**src/rtl/ssh_df_pkg.sv**
```systemverilog
// ----------------------------------------------------------------------------
// ssh_df_pkg
// Shared types, codes and constants of the binary packet deframer.
// ----------------------------------------------------------------------------
`default_nettype none

package ssh_df_pkg;

  localparam int unsigned DATA_W       = 8;
  localparam int unsigned LEN_W        = 32;
  localparam int unsigned PAY_LEN_W    = 20;
  localparam int unsigned SEQ_W        = 32;
  localparam int unsigned MAC_W        = 7;
  localparam int unsigned BSL_W        = 3;
  localparam int unsigned TRAIL_W      = 9;
  localparam int unsigned HCNT_W       = 3;
  localparam int unsigned CFG_IDX_W    = 2;
  localparam int unsigned CFG_DATA_W   = 20;

  localparam logic [HCNT_W-1:0]    LEN_BYTES      = 3'd4;
  localparam logic [LEN_W-1:0]     MIN_PACKET_LEN = 32'd12;
  localparam logic [DATA_W-1:0]    MIN_PADDING    = 8'd4;

  localparam logic [BSL_W-1:0]      RST_BLOCK_SIZE_LOG2 = 3'd3;
  localparam logic [MAC_W-1:0]      RST_MAC_LENGTH      = 7'd0;
  localparam logic [PAY_LEN_W-1:0]  RST_MAX_PACKET_LEN  = 20'd49152;

  typedef enum logic [CFG_IDX_W-1:0] {
    CFG_BLOCK_SIZE_LOG2 = 2'd0,
    CFG_MAC_LENGTH      = 2'd1,
    CFG_MAX_PACKET_LEN  = 2'd2
  } cfg_idx_t;

  typedef enum logic [1:0] {
    KIND_PAYLOAD = 2'd0,
    KIND_DONE    = 2'd1,
    KIND_ERROR   = 2'd2
  } kind_t;

  typedef enum logic [1:0] {
    ERR_PADDING   = 2'd0,
    ERR_LENGTH    = 2'd1,
    ERR_TOO_LARGE = 2'd2
  } err_t;

  typedef enum logic [3:0] {
    PH_HEADER  = 4'b0001,
    PH_PAYLOAD = 4'b0010,
    PH_TRAILER = 4'b0100,
    PH_ERROR   = 4'b1000
  } phase_t;

  typedef struct packed {
    logic [BSL_W-1:0]     block_size_log2;
    logic [MAC_W-1:0]     mac_length;
    logic [PAY_LEN_W-1:0] max_packet_length;
  } cfg_t;

  typedef struct packed {
    logic                 ok;
    err_t                 code;
    logic [PAY_LEN_W-1:0] payload_len;
    logic [TRAIL_W-1:0]   trailer_len;
  } hdr_chk_t;

  typedef struct packed {
    kind_t                kind;
    logic [DATA_W-1:0]    payload_byte;
    logic                 last_payload;
    logic [SEQ_W-1:0]     packet_seqno;
    logic [PAY_LEN_W-1:0] payload_length;
    err_t                 error_code;
  } result_t;

endpackage

`default_nettype wire

```
**src/rtl/ssh_df_cfg.sv**
```systemverilog
// ----------------------------------------------------------------------------
// ssh_df_cfg
// Configuration register file: block size, MAC length, packet length limit.
// ----------------------------------------------------------------------------
`default_nettype none

module ssh_df_cfg (
  input  wire logic                                 clk,
  input  wire logic                                 rst_n,
  input  wire logic                                 cfg_valid,
  output logic                                      cfg_ready,
  input  wire logic [ssh_df_pkg::CFG_IDX_W-1:0]     cfg_index,
  input  wire logic [ssh_df_pkg::CFG_DATA_W-1:0]    cfg_data,
  output ssh_df_pkg::cfg_t                          cfg
);

  ssh_df_pkg::cfg_t cfg_r;

  assign cfg_ready = 1'b1;
  assign cfg       = cfg_r;

  always_ff @(posedge clk) begin
    if (!rst_n) begin
      cfg_r.block_size_log2   <= ssh_df_pkg::RST_BLOCK_SIZE_LOG2;
      cfg_r.mac_length        <= ssh_df_pkg::RST_MAC_LENGTH;
      cfg_r.max_packet_length <= ssh_df_pkg::RST_MAX_PACKET_LEN;
    end else if (cfg_valid && cfg_ready) begin
      unique case (cfg_index)
        ssh_df_pkg::CFG_BLOCK_SIZE_LOG2:
          cfg_r.block_size_log2 <= cfg_data[ssh_df_pkg::BSL_W-1:0];
        ssh_df_pkg::CFG_MAC_LENGTH:
          cfg_r.mac_length <= cfg_data[ssh_df_pkg::MAC_W-1:0];
        ssh_df_pkg::CFG_MAX_PACKET_LEN:
          cfg_r.max_packet_length <= cfg_data;
        default: begin
        end
      endcase
    end
  end

endmodule

`default_nettype wire

```
**src/rtl/ssh_df_hdr_chk.sv**
```systemverilog
// ----------------------------------------------------------------------------
// ssh_df_hdr_chk
// Header checks on packet length and padding length, plus derived counts.
// ----------------------------------------------------------------------------
`default_nettype none

module ssh_df_hdr_chk (
  input  wire logic [ssh_df_pkg::LEN_W-1:0]   packet_len,
  input  wire logic [ssh_df_pkg::DATA_W-1:0]  pad_len,
  input  wire ssh_df_pkg::cfg_t               cfg,
  output ssh_df_pkg::hdr_chk_t                chk
);

  logic [4:0]                         bs_mask;
  logic [ssh_df_pkg::LEN_W-1:0]       min_bs_len;
  logic [4:0]                         len_low;
  logic                               bad_pad;
  logic                               bad_len;
  logic                               too_large;
  logic [ssh_df_pkg::PAY_LEN_W:0]     total_len;
  logic [ssh_df_pkg::PAY_LEN_W-1:0]   pay_len;

  always_comb begin
    case (cfg.block_size_log2) inside
      3'd0, 3'd1, 3'd2, 3'd3: begin
        bs_mask    = 5'h07;
        min_bs_len = 32'd4;
      end
      3'd4: begin
        bs_mask    = 5'h0f;
        min_bs_len = 32'd12;
      end
      default: begin
        bs_mask    = 5'h1f;
        min_bs_len = 32'd28;
      end
    endcase
  end

  assign len_low = packet_len[4:0] + 5'd4;

  assign bad_pad = (pad_len < ssh_df_pkg::MIN_PADDING) ||
                   ({24'd0, pad_len} >= packet_len);

  assign bad_len = (packet_len < ssh_df_pkg::MIN_PACKET_LEN) ||
                   (packet_len < min_bs_len) ||
                   ((len_low & bs_mask) != 5'd0);

  // only matters when the length fits below the limit, so 21 bits suffice
  assign total_len = {1'b0, packet_len[ssh_df_pkg::PAY_LEN_W-1:0]} - 21'd1 +
                     {14'd0, cfg.mac_length};

  assign too_large = (packet_len > {12'd0, cfg.max_packet_length}) ||
                     (total_len > {1'b0, cfg.max_packet_length});

  assign pay_len = packet_len[ssh_df_pkg::PAY_LEN_W-1:0] - 20'd1 - {12'd0, pad_len};

  always_comb begin
    chk.ok          = !(bad_pad || bad_len || too_large);
    chk.payload_len = pay_len;
    chk.trailer_len = {1'b0, pad_len} + {2'd0, cfg.mac_length};
    if (bad_pad) begin
      chk.code = ssh_df_pkg::ERR_PADDING;
    end else if (bad_len) begin
      chk.code = ssh_df_pkg::ERR_LENGTH;
    end else begin
      chk.code = ssh_df_pkg::ERR_TOO_LARGE;
    end
  end

endmodule

`default_nettype wire

```
**src/rtl/ssh_df_core.sv**
```systemverilog
// ----------------------------------------------------------------------------
// ssh_df_core
// Packet phase tracking, byte counters and the registered result stage.
// ----------------------------------------------------------------------------
`default_nettype none

module ssh_df_core (
  input  wire logic                               clk,
  input  wire logic                               rst_n,
  input  wire logic                               fire,
  input  wire logic [ssh_df_pkg::DATA_W-1:0]      data_byte,
  input  wire ssh_df_pkg::cfg_t                   cfg,
  output logic                                    out_ready,
  output logic                                    out_valid,
  input  wire logic                               out_stall,
  output ssh_df_pkg::result_t                     result
);

  ssh_df_pkg::phase_t                  phase_r, phase_nxt;
  logic [ssh_df_pkg::HCNT_W-1:0]       hdr_cnt_r, hdr_cnt_nxt;
  logic [ssh_df_pkg::LEN_W-1:0]        pkt_len_r, pkt_len_nxt;
  logic [ssh_df_pkg::PAY_LEN_W-1:0]    bytes_left_r, bytes_left_nxt;
  logic [ssh_df_pkg::TRAIL_W-1:0]      trail_len_r, trail_len_nxt;
  logic [ssh_df_pkg::PAY_LEN_W-1:0]    pay_len_r, pay_len_nxt;
  logic [ssh_df_pkg::SEQ_W-1:0]        seq_r, seq_nxt;
  logic                                out_valid_r;
  ssh_df_pkg::result_t                 result_r, result_nxt;
  logic                                emit;
  logic [ssh_df_pkg::PAY_LEN_W-1:0]    bl_dec;
  ssh_df_pkg::hdr_chk_t                chk;

  ssh_df_hdr_chk u_hdr_chk (
    .packet_len (pkt_len_r),
    .pad_len    (data_byte),
    .cfg        (cfg),
    .chk        (chk)
  );

  assign out_ready = !out_valid_r || !out_stall;
  assign out_valid = out_valid_r;
  assign result    = result_r;
  assign bl_dec    = bytes_left_r - 20'd1;

  always_comb begin
    phase_nxt      = phase_r;
    hdr_cnt_nxt    = hdr_cnt_r;
    pkt_len_nxt    = pkt_len_r;
    bytes_left_nxt = bytes_left_r;
    trail_len_nxt  = trail_len_r;
    pay_len_nxt    = pay_len_r;
    seq_nxt        = seq_r;
    emit           = 1'b0;
    result_nxt     = '0;
    unique case (phase_r)
      ssh_df_pkg::PH_HEADER: begin
        if (hdr_cnt_r < ssh_df_pkg::LEN_BYTES) begin
          pkt_len_nxt = {pkt_len_r[ssh_df_pkg::LEN_W-9:0], data_byte};
          hdr_cnt_nxt = hdr_cnt_r + 3'd1;
        end else begin
          hdr_cnt_nxt = '0;
          if (!chk.ok) begin
            phase_nxt             = ssh_df_pkg::PH_ERROR;
            emit                  = 1'b1;
            result_nxt.kind       = ssh_df_pkg::KIND_ERROR;
            result_nxt.error_code = chk.code;
          end else begin
            trail_len_nxt = chk.trailer_len;
            pay_len_nxt   = chk.payload_len;
            if (chk.payload_len != '0) begin
              phase_nxt      = ssh_df_pkg::PH_PAYLOAD;
              bytes_left_nxt = chk.payload_len;
            end else begin
              phase_nxt      = ssh_df_pkg::PH_TRAILER;
              bytes_left_nxt = {11'd0, chk.trailer_len};
            end
          end
        end
      end
      ssh_df_pkg::PH_PAYLOAD: begin
        emit                    = 1'b1;
        result_nxt.kind         = ssh_df_pkg::KIND_PAYLOAD;
        result_nxt.payload_byte = data_byte;
        if (bl_dec == '0) begin
          result_nxt.last_payload = 1'b1;
          phase_nxt               = ssh_df_pkg::PH_TRAILER;
          bytes_left_nxt          = {11'd0, trail_len_r};
        end else begin
          bytes_left_nxt = bl_dec;
        end
      end
      ssh_df_pkg::PH_TRAILER: begin
        bytes_left_nxt = bl_dec;
        if (bl_dec == '0) begin
          emit                      = 1'b1;
          result_nxt.kind           = ssh_df_pkg::KIND_DONE;
          result_nxt.packet_seqno   = seq_r;
          result_nxt.payload_length = pay_len_r;
          seq_nxt                   = seq_r + 32'd1;
          phase_nxt                 = ssh_df_pkg::PH_HEADER;
          hdr_cnt_nxt               = '0;
        end
      end
      ssh_df_pkg::PH_ERROR: begin
      end
      default: begin
        phase_nxt = ssh_df_pkg::PH_ERROR;
      end
    endcase
  end

  always_ff @(posedge clk) begin
    if (!rst_n) begin
      phase_r      <= ssh_df_pkg::PH_HEADER;
      hdr_cnt_r    <= '0;
      pkt_len_r    <= '0;
      bytes_left_r <= '0;
      trail_len_r  <= '0;
      pay_len_r    <= '0;
      seq_r        <= '0;
      out_valid_r  <= 1'b0;
    end else begin
      if (fire) begin
        phase_r      <= phase_nxt;
        hdr_cnt_r    <= hdr_cnt_nxt;
        pkt_len_r    <= pkt_len_nxt;
        bytes_left_r <= bytes_left_nxt;
        trail_len_r  <= trail_len_nxt;
        pay_len_r    <= pay_len_nxt;
        seq_r        <= seq_nxt;
      end
      if (out_ready) begin
        out_valid_r <= fire && emit;
      end
    end
  end

  always_ff @(posedge clk) begin
    if (out_ready) begin
      result_r <= result_nxt;
    end
  end

  a_error_silent: assert property (@(posedge clk) disable iff (!rst_n)
    (fire && phase_r == ssh_df_pkg::PH_ERROR) |=> !out_valid_r)
    else $error("result produced in error phase");

  a_hdr_cnt_range: assert property (@(posedge clk) disable iff (!rst_n)
    hdr_cnt_r <= ssh_df_pkg::LEN_BYTES)
    else $error("header byte count out of range");

  a_count_live: assert property (@(posedge clk) disable iff (!rst_n)
    (phase_r == ssh_df_pkg::PH_PAYLOAD || phase_r == ssh_df_pkg::PH_TRAILER)
      |-> bytes_left_r != '0)
    else $error("byte counter empty inside packet body");

  a_error_sticky: assert property (@(posedge clk) disable iff (!rst_n)
    (out_valid_r && result_r.kind == ssh_df_pkg::KIND_ERROR)
      |-> phase_r == ssh_df_pkg::PH_ERROR)
    else $error("error result without error phase");

  a_done_header: assert property (@(posedge clk) disable iff (!rst_n)
    (out_valid_r && result_r.kind == ssh_df_pkg::KIND_DONE)
      |-> (phase_r == ssh_df_pkg::PH_HEADER && hdr_cnt_r == '0))
    else $error("packet finished but not back at header start");

endmodule

`default_nettype wire

```
**src/rtl/secure_shell_packet_deframer.sv**
```systemverilog
// ----------------------------------------------------------------------------
// secure_shell_packet_deframer
// Byte-stream deframer for binary packets: header check, payload pass-through.
// ----------------------------------------------------------------------------
// Usage:
//   in_*   : one plaintext byte per request (in_valid / in_stall).
//   out_*  : at most one result per byte: a payload byte (kind 0, last flag on
//            the final one), packet finished (kind 1, seqno and payload
//            length), or protocol error (kind 2, error code).
//   cfg_*  : register writes (index, data), always ready; write only while
//            idle. Settings are sampled on each packet's fifth header byte.
//   Throughput: one byte per cycle, limited only by out_stall.
//   Path:    a byte taken is held in the input register; its result is
//            registered in the output register when the step stage fires.
//   Reset: synchronous, active low; phase back to header, sequence number
//            zero, registers to defaults. After an error every byte is
//            consumed silently until reset.
//   Stall: a held result stops the step stage; the input register then holds
//            and in_stall rises in the same cycle.
// ----------------------------------------------------------------------------
`default_nettype none

module secure_shell_packet_deframer (
  input  wire logic                                clk,
  input  wire logic                                rst_n,
  input  wire logic                                in_valid,
  output logic                                     in_stall,
  input  wire logic [ssh_df_pkg::DATA_W-1:0]       in_data_byte,
  output logic                                     out_valid,
  input  wire logic                                out_stall,
  output logic [1:0]                               out_kind,
  output logic [ssh_df_pkg::DATA_W-1:0]            out_payload_byte,
  output logic                                     out_last_payload,
  output logic [ssh_df_pkg::SEQ_W-1:0]             out_packet_seqno,
  output logic [ssh_df_pkg::PAY_LEN_W-1:0]         out_payload_length,
  output logic [1:0]                               out_error_code,
  input  wire logic                                cfg_valid,
  output logic                                     cfg_ready,
  input  wire logic [ssh_df_pkg::CFG_IDX_W-1:0]    cfg_index,
  input  wire logic [ssh_df_pkg::CFG_DATA_W-1:0]   cfg_data
);

  logic                            s1_valid_r;
  logic [ssh_df_pkg::DATA_W-1:0]   s1_data_r;
  logic                            out_ready;
  logic                            fire;
  ssh_df_pkg::cfg_t                cfg;
  ssh_df_pkg::result_t             result;

  assign fire     = s1_valid_r && out_ready;
  assign in_stall = s1_valid_r && !out_ready;

  always_ff @(posedge clk) begin
    if (!rst_n) begin
      s1_valid_r <= 1'b0;
    end else if (!in_stall) begin
      s1_valid_r <= in_valid;
    end
  end

  always_ff @(posedge clk) begin
    if (!in_stall) begin
      s1_data_r <= in_data_byte;
    end
  end

  ssh_df_cfg u_cfg (
    .clk       (clk),
    .rst_n     (rst_n),
    .cfg_valid (cfg_valid),
    .cfg_ready (cfg_ready),
    .cfg_index (cfg_index),
    .cfg_data  (cfg_data),
    .cfg       (cfg)
  );

  ssh_df_core u_core (
    .clk       (clk),
    .rst_n     (rst_n),
    .fire      (fire),
    .data_byte (s1_data_r),
    .cfg       (cfg),
    .out_ready (out_ready),
    .out_valid (out_valid),
    .out_stall (out_stall),
    .result    (result)
  );

  assign out_kind           = result.kind;
  assign out_payload_byte   = result.payload_byte;
  assign out_last_payload   = result.last_payload;
  assign out_packet_seqno   = result.packet_seqno;
  assign out_payload_length = result.payload_length;
  assign out_error_code     = result.error_code;

endmodule

`default_nettype wire

```
**config.mk**
```make
export PLATFORM = sky130hd
export DESIGN_NAME = secure_shell_packet_deframer
export DESIGN_NICKNAME = d
export VERILOG_FILES = /design/src/rtl/ssh_df_pkg.sv /design/src/rtl/ssh_df_cfg.sv /design/src/rtl/ssh_df_hdr_chk.sv /design/src/rtl/ssh_df_core.sv /design/src/rtl/secure_shell_packet_deframer.sv
export SDC_FILE = /design/constraint.sdc
export NUM_CORES = 1
export LEC_CHECK = 0
export BUFFER_PORTS_ARGS = -buffer_cell sky130_fd_sc_hd__buf_2
export CORE_ASPECT_RATIO = 1.4
export CORE_MARGIN = 1.5
export CORE_UTILIZATION = 28
export DETAILED_ROUTE_END_ITERATION = 6
export GPL_TIMING_DRIVEN = 0
export PLACE_DENSITY_LB_ADDON = 0.08
export SLEW_MARGIN = 30
export SYNTH_ARGS = -nofsm -noshare
export SYNTH_HDL_FRONTEND = slang
export SYNTH_SLANG_ARGS = --single-unit
```
**constraint.sdc**
```tcl
create_clock -name clk -period 9.7 [get_ports clk]
set_clock_uncertainty 0.05 [all_clocks]
set_input_delay 1.455 -clock clk [delete_from_list [all_inputs] [get_ports clk]]
set_output_delay 1.455 -clock clk [all_outputs]
set_load 0.02 [all_outputs]
```
==> summary.md, run 1 <==
| Metric | Value |
|---|---|
| Status | completed |
| Pins over their slew limit | 0 |
| Critical path capture point type | register |
| Grt peak-use layer | met2 |
| Clock latency on the worst-skew pair | between 0.5 and 0.6 ns |
| PostCTS Resize Cnt | 0 |
| PortBufs | 100 |
| Pre-CTS WS | ~2.8 ns |
| Pin slew with the least headroom to its limit | 0.958 ns |
| Die Height | 260 um |
| Avg Cell Area, Syn | between 8 and 9 um^2 |
| Num CTS Buffers | 27 |
| Maximum root-to-sink buffer count | 3 |
| Largest net degree at the start of global routing | 42 |
| First-pass GRT wire length | 67.0 mm |
| Core box area | 46800 um^2 |
| Critical Path AT | 7.24 ns |
| Setup TNS | 0 ns |
| Unrepaired setup endpoints after global routing | false |
| Syn Inst Count | around 1500 |
| Clk slew on worst S/H paths | 0.06 ns |
| Reg-to-reg slack, setup | 2.83 ns |
| Synth Area in XOR/XNOR | 0.0497 |
| Design area | 15400 um^2 |
| Startpoint Class | register |
| Critical path fanouts, max | 10 |
| Post-Syn Nets | 1617 |
| Grt met1 use | 0.194 |
| TritonCTS clock tree | built |
| Grt ovf | 0 |
| Max IR drop VDD | 0.000113 V |
| Drt total wl | 44.0 mm |
| Post-synthesis sequential area ratio | 0.396 |
| Leakage | 6.30 nW |
| Power Density | between 150 and 200 nW/um^2 |
| Initial antenna violation count | 0 |
| Clk sinks | approximately 230 |
| Root buf cell | clkbuf_16 |
| Worst min-delay path category | register to register |
| Max_cap viols | 0 |
| Post-Syn Area | 13200 um^2 |
| Synth Register Bits | roughly 230 |
| Peak Freq | 146 MHz |
| Number of enable flip-flop cells after synthesis | 73 |
| Largest family of logic cells by synthesized area | simple AND/OR/NAND/NOR gates |
| Placer's final routability congestion estimate | 0.883 |
| Ys async rst share | 0 |
| Routed Antenna Nets | 0 |
| GRT Util Overall | 0.182 |
| Drt initial violations | 496 |
| Post-CTS Setup Bufs | 0 |
| Layout cells sized above 1 | 0.122 |
| Worst EP required | 10.07 ns |
| Via count | approximately 11000 |
| Adder-Cell Fraction of Synth Area | 0.109 |
| # nets final | approximately 1700 |
| Final WS setup | 2.83 ns |
| Die X | 187 um |
| Critical path type | register to register |
| Average wire per standard cell | 19.6 um |
| Die ar. | 48500 um^2 |
| HPWL after detailed placement | 34.4 mm |
| Vias per cell | 4.90 |
| Met3 Use GR | 0.0243 |
| DR pass1 iterations | 5 |
| Number of remaining DRC errors | 0 |
| Min Tclk post-route | 6.87 ns |
| Predominant post-synthesis flop cell | dfxtp_1 |
| Cell row count | 94 |
| Area Growth Syn to Fin | 16.8% |
| Initial Util | 0.282 |
| H-tree depth | 1 |
| Finish-stage setup viols | 0 |
| Minimum hold slack | 0.405 ns |
| Met2 global-route usage | 0.348 |
| Complex-gate fraction of the synthesized area | 0.133 |
| Post-DP Area | 14500 um^2 |
| I/O Pins | 103 |
| Count of hold-fix buffers inserted at cts | 0 |
| Antenna diodes | 0 |
| Netlist cell types | 82 |
| Final period utilization | 0.708 |
| Slew margin rel. | 0.361 |
| Synth Warn # | 0 |
| Simple-Gate Fraction of Synth Area | 0.228 |
| Mux contribution to synthesized area | 0.0345 |
| Final Hold Fails | 0 |
| Vias in the first global route | 11104 |
## registers in the layout (all words and copies together), names as in the netlist
name                 count
u_core.out_valid         1
u_core.pay_len_r        20
s1_valid_r               1
s1_data_r                8
u_core.pkt_len_r        32
u_core.hdr_cnt_r         3
u_core.trail_len_r       9
u_core.result           65
u_core.phase_r           4
u_cfg.cfg               30
u_core.seq_r            32
u_core.bytes_left_r     20
## path summary, 6_finish.rpt
check / cells after the start / startpoint / endpoint
worst max-delay path: 24 / u_core.pkt_len_r[1]$_SDFFE_PN0P_ / u_core.bytes_left_r[7]$_SDFFE_PN0P_
worst max register to register: 24 / u_core.pkt_len_r[1]$_SDFFE_PN0P_ / u_core.bytes_left_r[7]$_SDFFE_PN0P_
worst min-delay path: 2 / u_cfg.cfg[5]$_SDFFE_PN0P_ / u_cfg.cfg[5]$_SDFFE_PN0P_
worst min register to register: 2 / u_cfg.cfg[5]$_SDFFE_PN0P_ / u_cfg.cfg[5]$_SDFFE_PN0P_
## cell families after synthesis
logic type	Yosys count
compound gates	271
fa+ha+maj	113
flops	225
simple gates	577
mux	45
xor+xnor	75
buf+inv	162
other cells	1
## critical path: stages, from the launching register on
cell      delay [ns]
dfxtp_1         0.53
inv_1           0.15
ha_1            0.30
inv_1           0.04
ha_1            0.23
fa_1            0.43
a21o_1          0.18
a21oi_1         0.34
or3_1           0.21
nand2_1         0.05
o21ai_0         0.36
o211ai_1        0.19
o221ai_1        0.34
xor2_1          0.24
ha_1            0.28
a21o_1          0.18
a211o_1         0.30
a2111o_1        0.35
a31oi_1         0.26
o211ai_1        0.15
nor4b_2         0.69
o21ai_2         0.16
clkbuf_1        0.32
a311oi_1        0.31
nor3_1          0.09
## cell usage in the layout, fill, tap and decap left out, types with 38 or more instances in the layout
cell        n
nand3_1    38
and2_1     56
a21oi_1   105
inv_1     101
ha_1      110
nand2_1   170
clkbuf_1   55
nor2_1    136
xnor2_1    51
dfxtp_1   152
edfxtp_1   73
mux2i_1    41
buf_2     106
## stage by stage
step	utilization	std cells	total power, mW
6_report	0.329	2244	2.40
3_5_place_dp	0.311	2195	1.39
3_3_place_gp	0.309	2193	1.39
4_1_cts	0.329	2244	2.45
5_1_grt	0.329	2244	2.53
2_1_floorplan	-	1469	1.26
## layer usage
layer  share of wire  wire (um)
met5               0          0
met4           0.053       2320
met3           0.037       1620
met2            0.52      22900
met1            0.39      17100
## cells in the mapped netlist (5+ instances only)
cell | number | area, um^2
o31ai_1 | 6 | 45.0
o21ai_0 | 35 | 175
a211o_1 | 8 | 70.1
nor3_2 | 10 | 100
a32oi_1 | 6 | 52.6
nor4_2 | 6 | 75.1
nor4b_1 | 6 | 52.6
buf_2 | 5 | 25.0
a31oi_1 | 11 | 68.8
a211oi_1 | 8 | 60.1
mux2i_1 | 41 | 410
ha_1 | 110 | 1380
xnor2_1 | 51 | 447
or3_1 | 14 | 87.6
and2_1 | 56 | 350
nand2b_1 | 8 | 50.1
a21o_1 | 13 | 97.6
clkbuf_1 | 50 | 188
o211ai_1 | 14 | 105
dfxtp_1 | 152 | 3040
xor2_1 | 24 | 210
and4_1 | 5 | 43.8
a21oi_1 | 105 | 526
edfxtp_1 | 73 | 2190
nor4_1 | 16 | 100
o21a_1 | 5 | 37.5
inv_1 | 101 | 379
nand4_1 | 22 | 138
nand2_1 | 171 | 642
nand3_1 | 38 | 190
nor3_1 | 27 | 135
and3_1 | 12 | 75.1
nand3b_1 | 6 | 45.0
nor2b_1 | 10 | 62.6
o21bai_1 | 6 | 45.0
nor2_1 | 136 | 510
## final cells by class
type / instances / area [um^2]
Buffer: 61 / 273
Clock buffer: 36 / 761
Clock inverter: 13 / 124
Fill cell: 5030 / 31400
Inverter: 101 / 379
Multi-Input combinational cell: 1082 / 7340
Sequential cell: 225 / 5240
Tap cell: 624 / 781
Timing Repair Buffer: 102 / 526
## power breakdown
part | internal [mW] | leakage (nW) | switching (mW) | total [mW]
logic | 0.142 | 3.75 | 0.233 | 0.376
clock network | 0.603 | 0.438 | 0.431 | 1.03
registers | 0.977 | 2.11 | 0.0147 | 0.992
Power figures use the tool's default switching activity.
==> inputs of run 2 (changes only) <==
clock period = 5.6 ns   (was 9.7 ns; I/O delays follow)
==> summary.md, run 2 (synthesized netlist as in run 1, its figures left out) <==
| Metric | Value |
|---|---|
| Drt initial violations | 473 |
| Met3 Use GR | 0.0224 |
| Grt peak-use layer | met2 |
| Pins over their slew limit | 0 |
| Maximum root-to-sink buffer count | 3 |
| PortBufs | 100 |
| Critical path fanouts, max | 6 |
| DR pass1 iterations | 5 |
| Startpoint Class | register |
| Most common cell after layout, fill and taps aside | nand2_1 |
| Clock latency on the worst-skew pair | 0.56 ns |
| Die Height | 260 um |
| Finish-stage setup viols | 0 |
| Worst min-delay path category | register to register |
| Routed Antenna Nets | 0 |
| I/O Pins | 103 |
| Initial Util | 0.282 |
| Clk sinks | about 230 |
| First-pass GRT wire length | 67.3 mm |
| Number of remaining DRC errors | 0 |
| Worst EP required | 5.80 ns |
| Die ar. | 48500 um^2 |
| Slowest CP cell | nor4_2 |
| Final period utilization | 0.971 |
| Max_cap viols | 0 |
| Antenna diodes | 0 |
| Vias per cell | 4.89 |
| Largest net degree at the start of global routing | 42 |
| Initial antenna violation count | 0 |
| CP cell instances | inv_2 > ha_4 > inv_2 > ha_4 > fa_2 > a21o_1 > a21oi_4 > or3_4 > nand2_1 > o21ai_2 > o211ai_1 > o221ai_2 > xor2_1 > ha_1 > a21o_1 > a211o_1 > a2111o_1 > a31oi_4 > o211ai_1 > nand3b_1 > nor4_2 > nor2_1 |
| Setup TNS | 0 ns |
| Final Hold Fails | 0 |
| Num CTS Buffers | 27 |
| Commonest cells after routing, fill and taps aside | nand2_1 (170), dfxtp_1 (143), nor2_1 (134), ha_1 (105), buf_2 (104) |
| Power Density | 266 nW/um^2 |
| Fin util | 0.339 |
| Layout cells sized above 1 | 0.161 |
| Critical path capture point type | register |
| Average wire per standard cell | a little under 20 um |
| Final WS setup | 0.163 ns |
| Fill count | 5016 |
| Grt met1 use | 0.196 |
| Max reg flops | between 60 and 70 |
| Critical path type | register to register |
| Clk slew on worst S/H paths | ~0.060 ns |
| TritonCTS clock tree | built |
| Pre-CTS WS | -1.26 ns |
| Status | completed |
| Die X | 187 um |
| Vias in the first global route | around 11000 |
| Peak Freq | roughly 180 MHz |
| Core box area | ~47000 um^2 |
| Cell row count | 94 |
| Minimum hold slack | 0.405 ns |
| Area Growth Syn to Fin | 20.3% |
| GRT Util Overall | 0.183 |
| Leakage | 6.51 nW |
| Met2 global-route usage | 0.350 |
| Grt ovf | 0 |
| Critical Path AT | around 5.6 ns |
| Drt total wl | ~45 mm |
| HPWL after detailed placement | 34.4 mm |
| Via count | 11083 |
| Pin slew with the least headroom to its limit | 0.912 ns |
| Placer's final routability congestion estimate | 0.883 |
| Slowest stage delay, CP | 0.52 ns |
| Slew margin rel. | 0.392 |
| H-tree depth | 1 |
| # nets final | 1771 |
| Min Tclk post-route | 5.44 ns |
| Root buf cell | clkbuf_16 |
| Max IR drop VDD | between 0.00015 and 0.0002 V |
run 2: path summary, 6_finish.rpt:
| check | startpoint | cells past startpoint | end | slack (ns) |
|---|---|---|---|---|
| setup / recovery | u_cfg.cfg[21]$_SDFFE_PN0P_ | 22 | u_core.result[1]$_SDFFCE_PP0N_ | 0.16 |
| hold reg to reg | u_cfg.cfg[2]$_SDFFE_PN0P_ | 2 | u_cfg.cfg[2]$_SDFFE_PN0P_ | 0.40 |
| setup reg to reg | u_cfg.cfg[21]$_SDFFE_PN0P_ | 22 | u_core.result[1]$_SDFFCE_PP0N_ | 0.16 |
| hold / removal | u_cfg.cfg[2]$_SDFFE_PN0P_ | 2 | u_cfg.cfg[2]$_SDFFE_PN0P_ | 0.40 |
run 2: what timing repair did:
item / CTS / global route
cloned: 1 / 1
gates resized for setup: 27 / 46
endpoints found under the setup margin: 55 / 54
pin swaps: 7 / 21
hold buffers: 0 / 0
buffers inserted: 6 / 15
run 2: area by class of cell:
type | count | area (um^2) | area share
clock inverter | 13 | 124 | 0.00780
sequential | 225 | 5250 | 0.331
clock buffer | 36 | 761 | 0.0479
tap | 624 | 781 | 0.0491
timing repair buffer | 125 | 719 | 0.0453
buffer | 61 | 302 | 0.0190
multi-input combinational | 1082 | 7570 | 0.476
inverter | 101 | 382 | 0.0240
run 2: power by group:
| part | internal, mW | switching (mW) |
|---|---|---|
| sequential | 1.69 | 0.0245 |
| clock | 1.04 | 0.750 |
| combinational | 0.281 | 0.434 |
| total | 3.02 | 1.21 |
run 2: layer usage:
| layer | wire length, um | vias up |
|---|---|---|
| met2 | 23200 | 245 |
| met5 | 0 | - |
| met1 | 17400 | 5223 |
| met3 | 1560 | 109 |
| li1 | - | 5506 |
| met4 | 2450 | 0 |
run 2: per-stage QoR:
step	instance area [um^2]	std cells	power [mW]
after CTS	15600	2251	4.28
after global placement	14500	2193	2.40
final	15900	2267	4.23
after global routing	15900	2267	4.45
after floorplan	13200	1469	2.19
after detailed placement	14500	2195	2.41
run 2: worst max-delay path, delay by kind of cell, from the launching register on:
family,cells,cell delay (ns)
and+or+nand+nor,5,1.13
xor gates and xnor gates,1,0.23
buffers and inverters,2,0.10
DFF,1,0.35
AOI/OAI and AO/OA,10,2.21
adders and majority gates,4,1.05
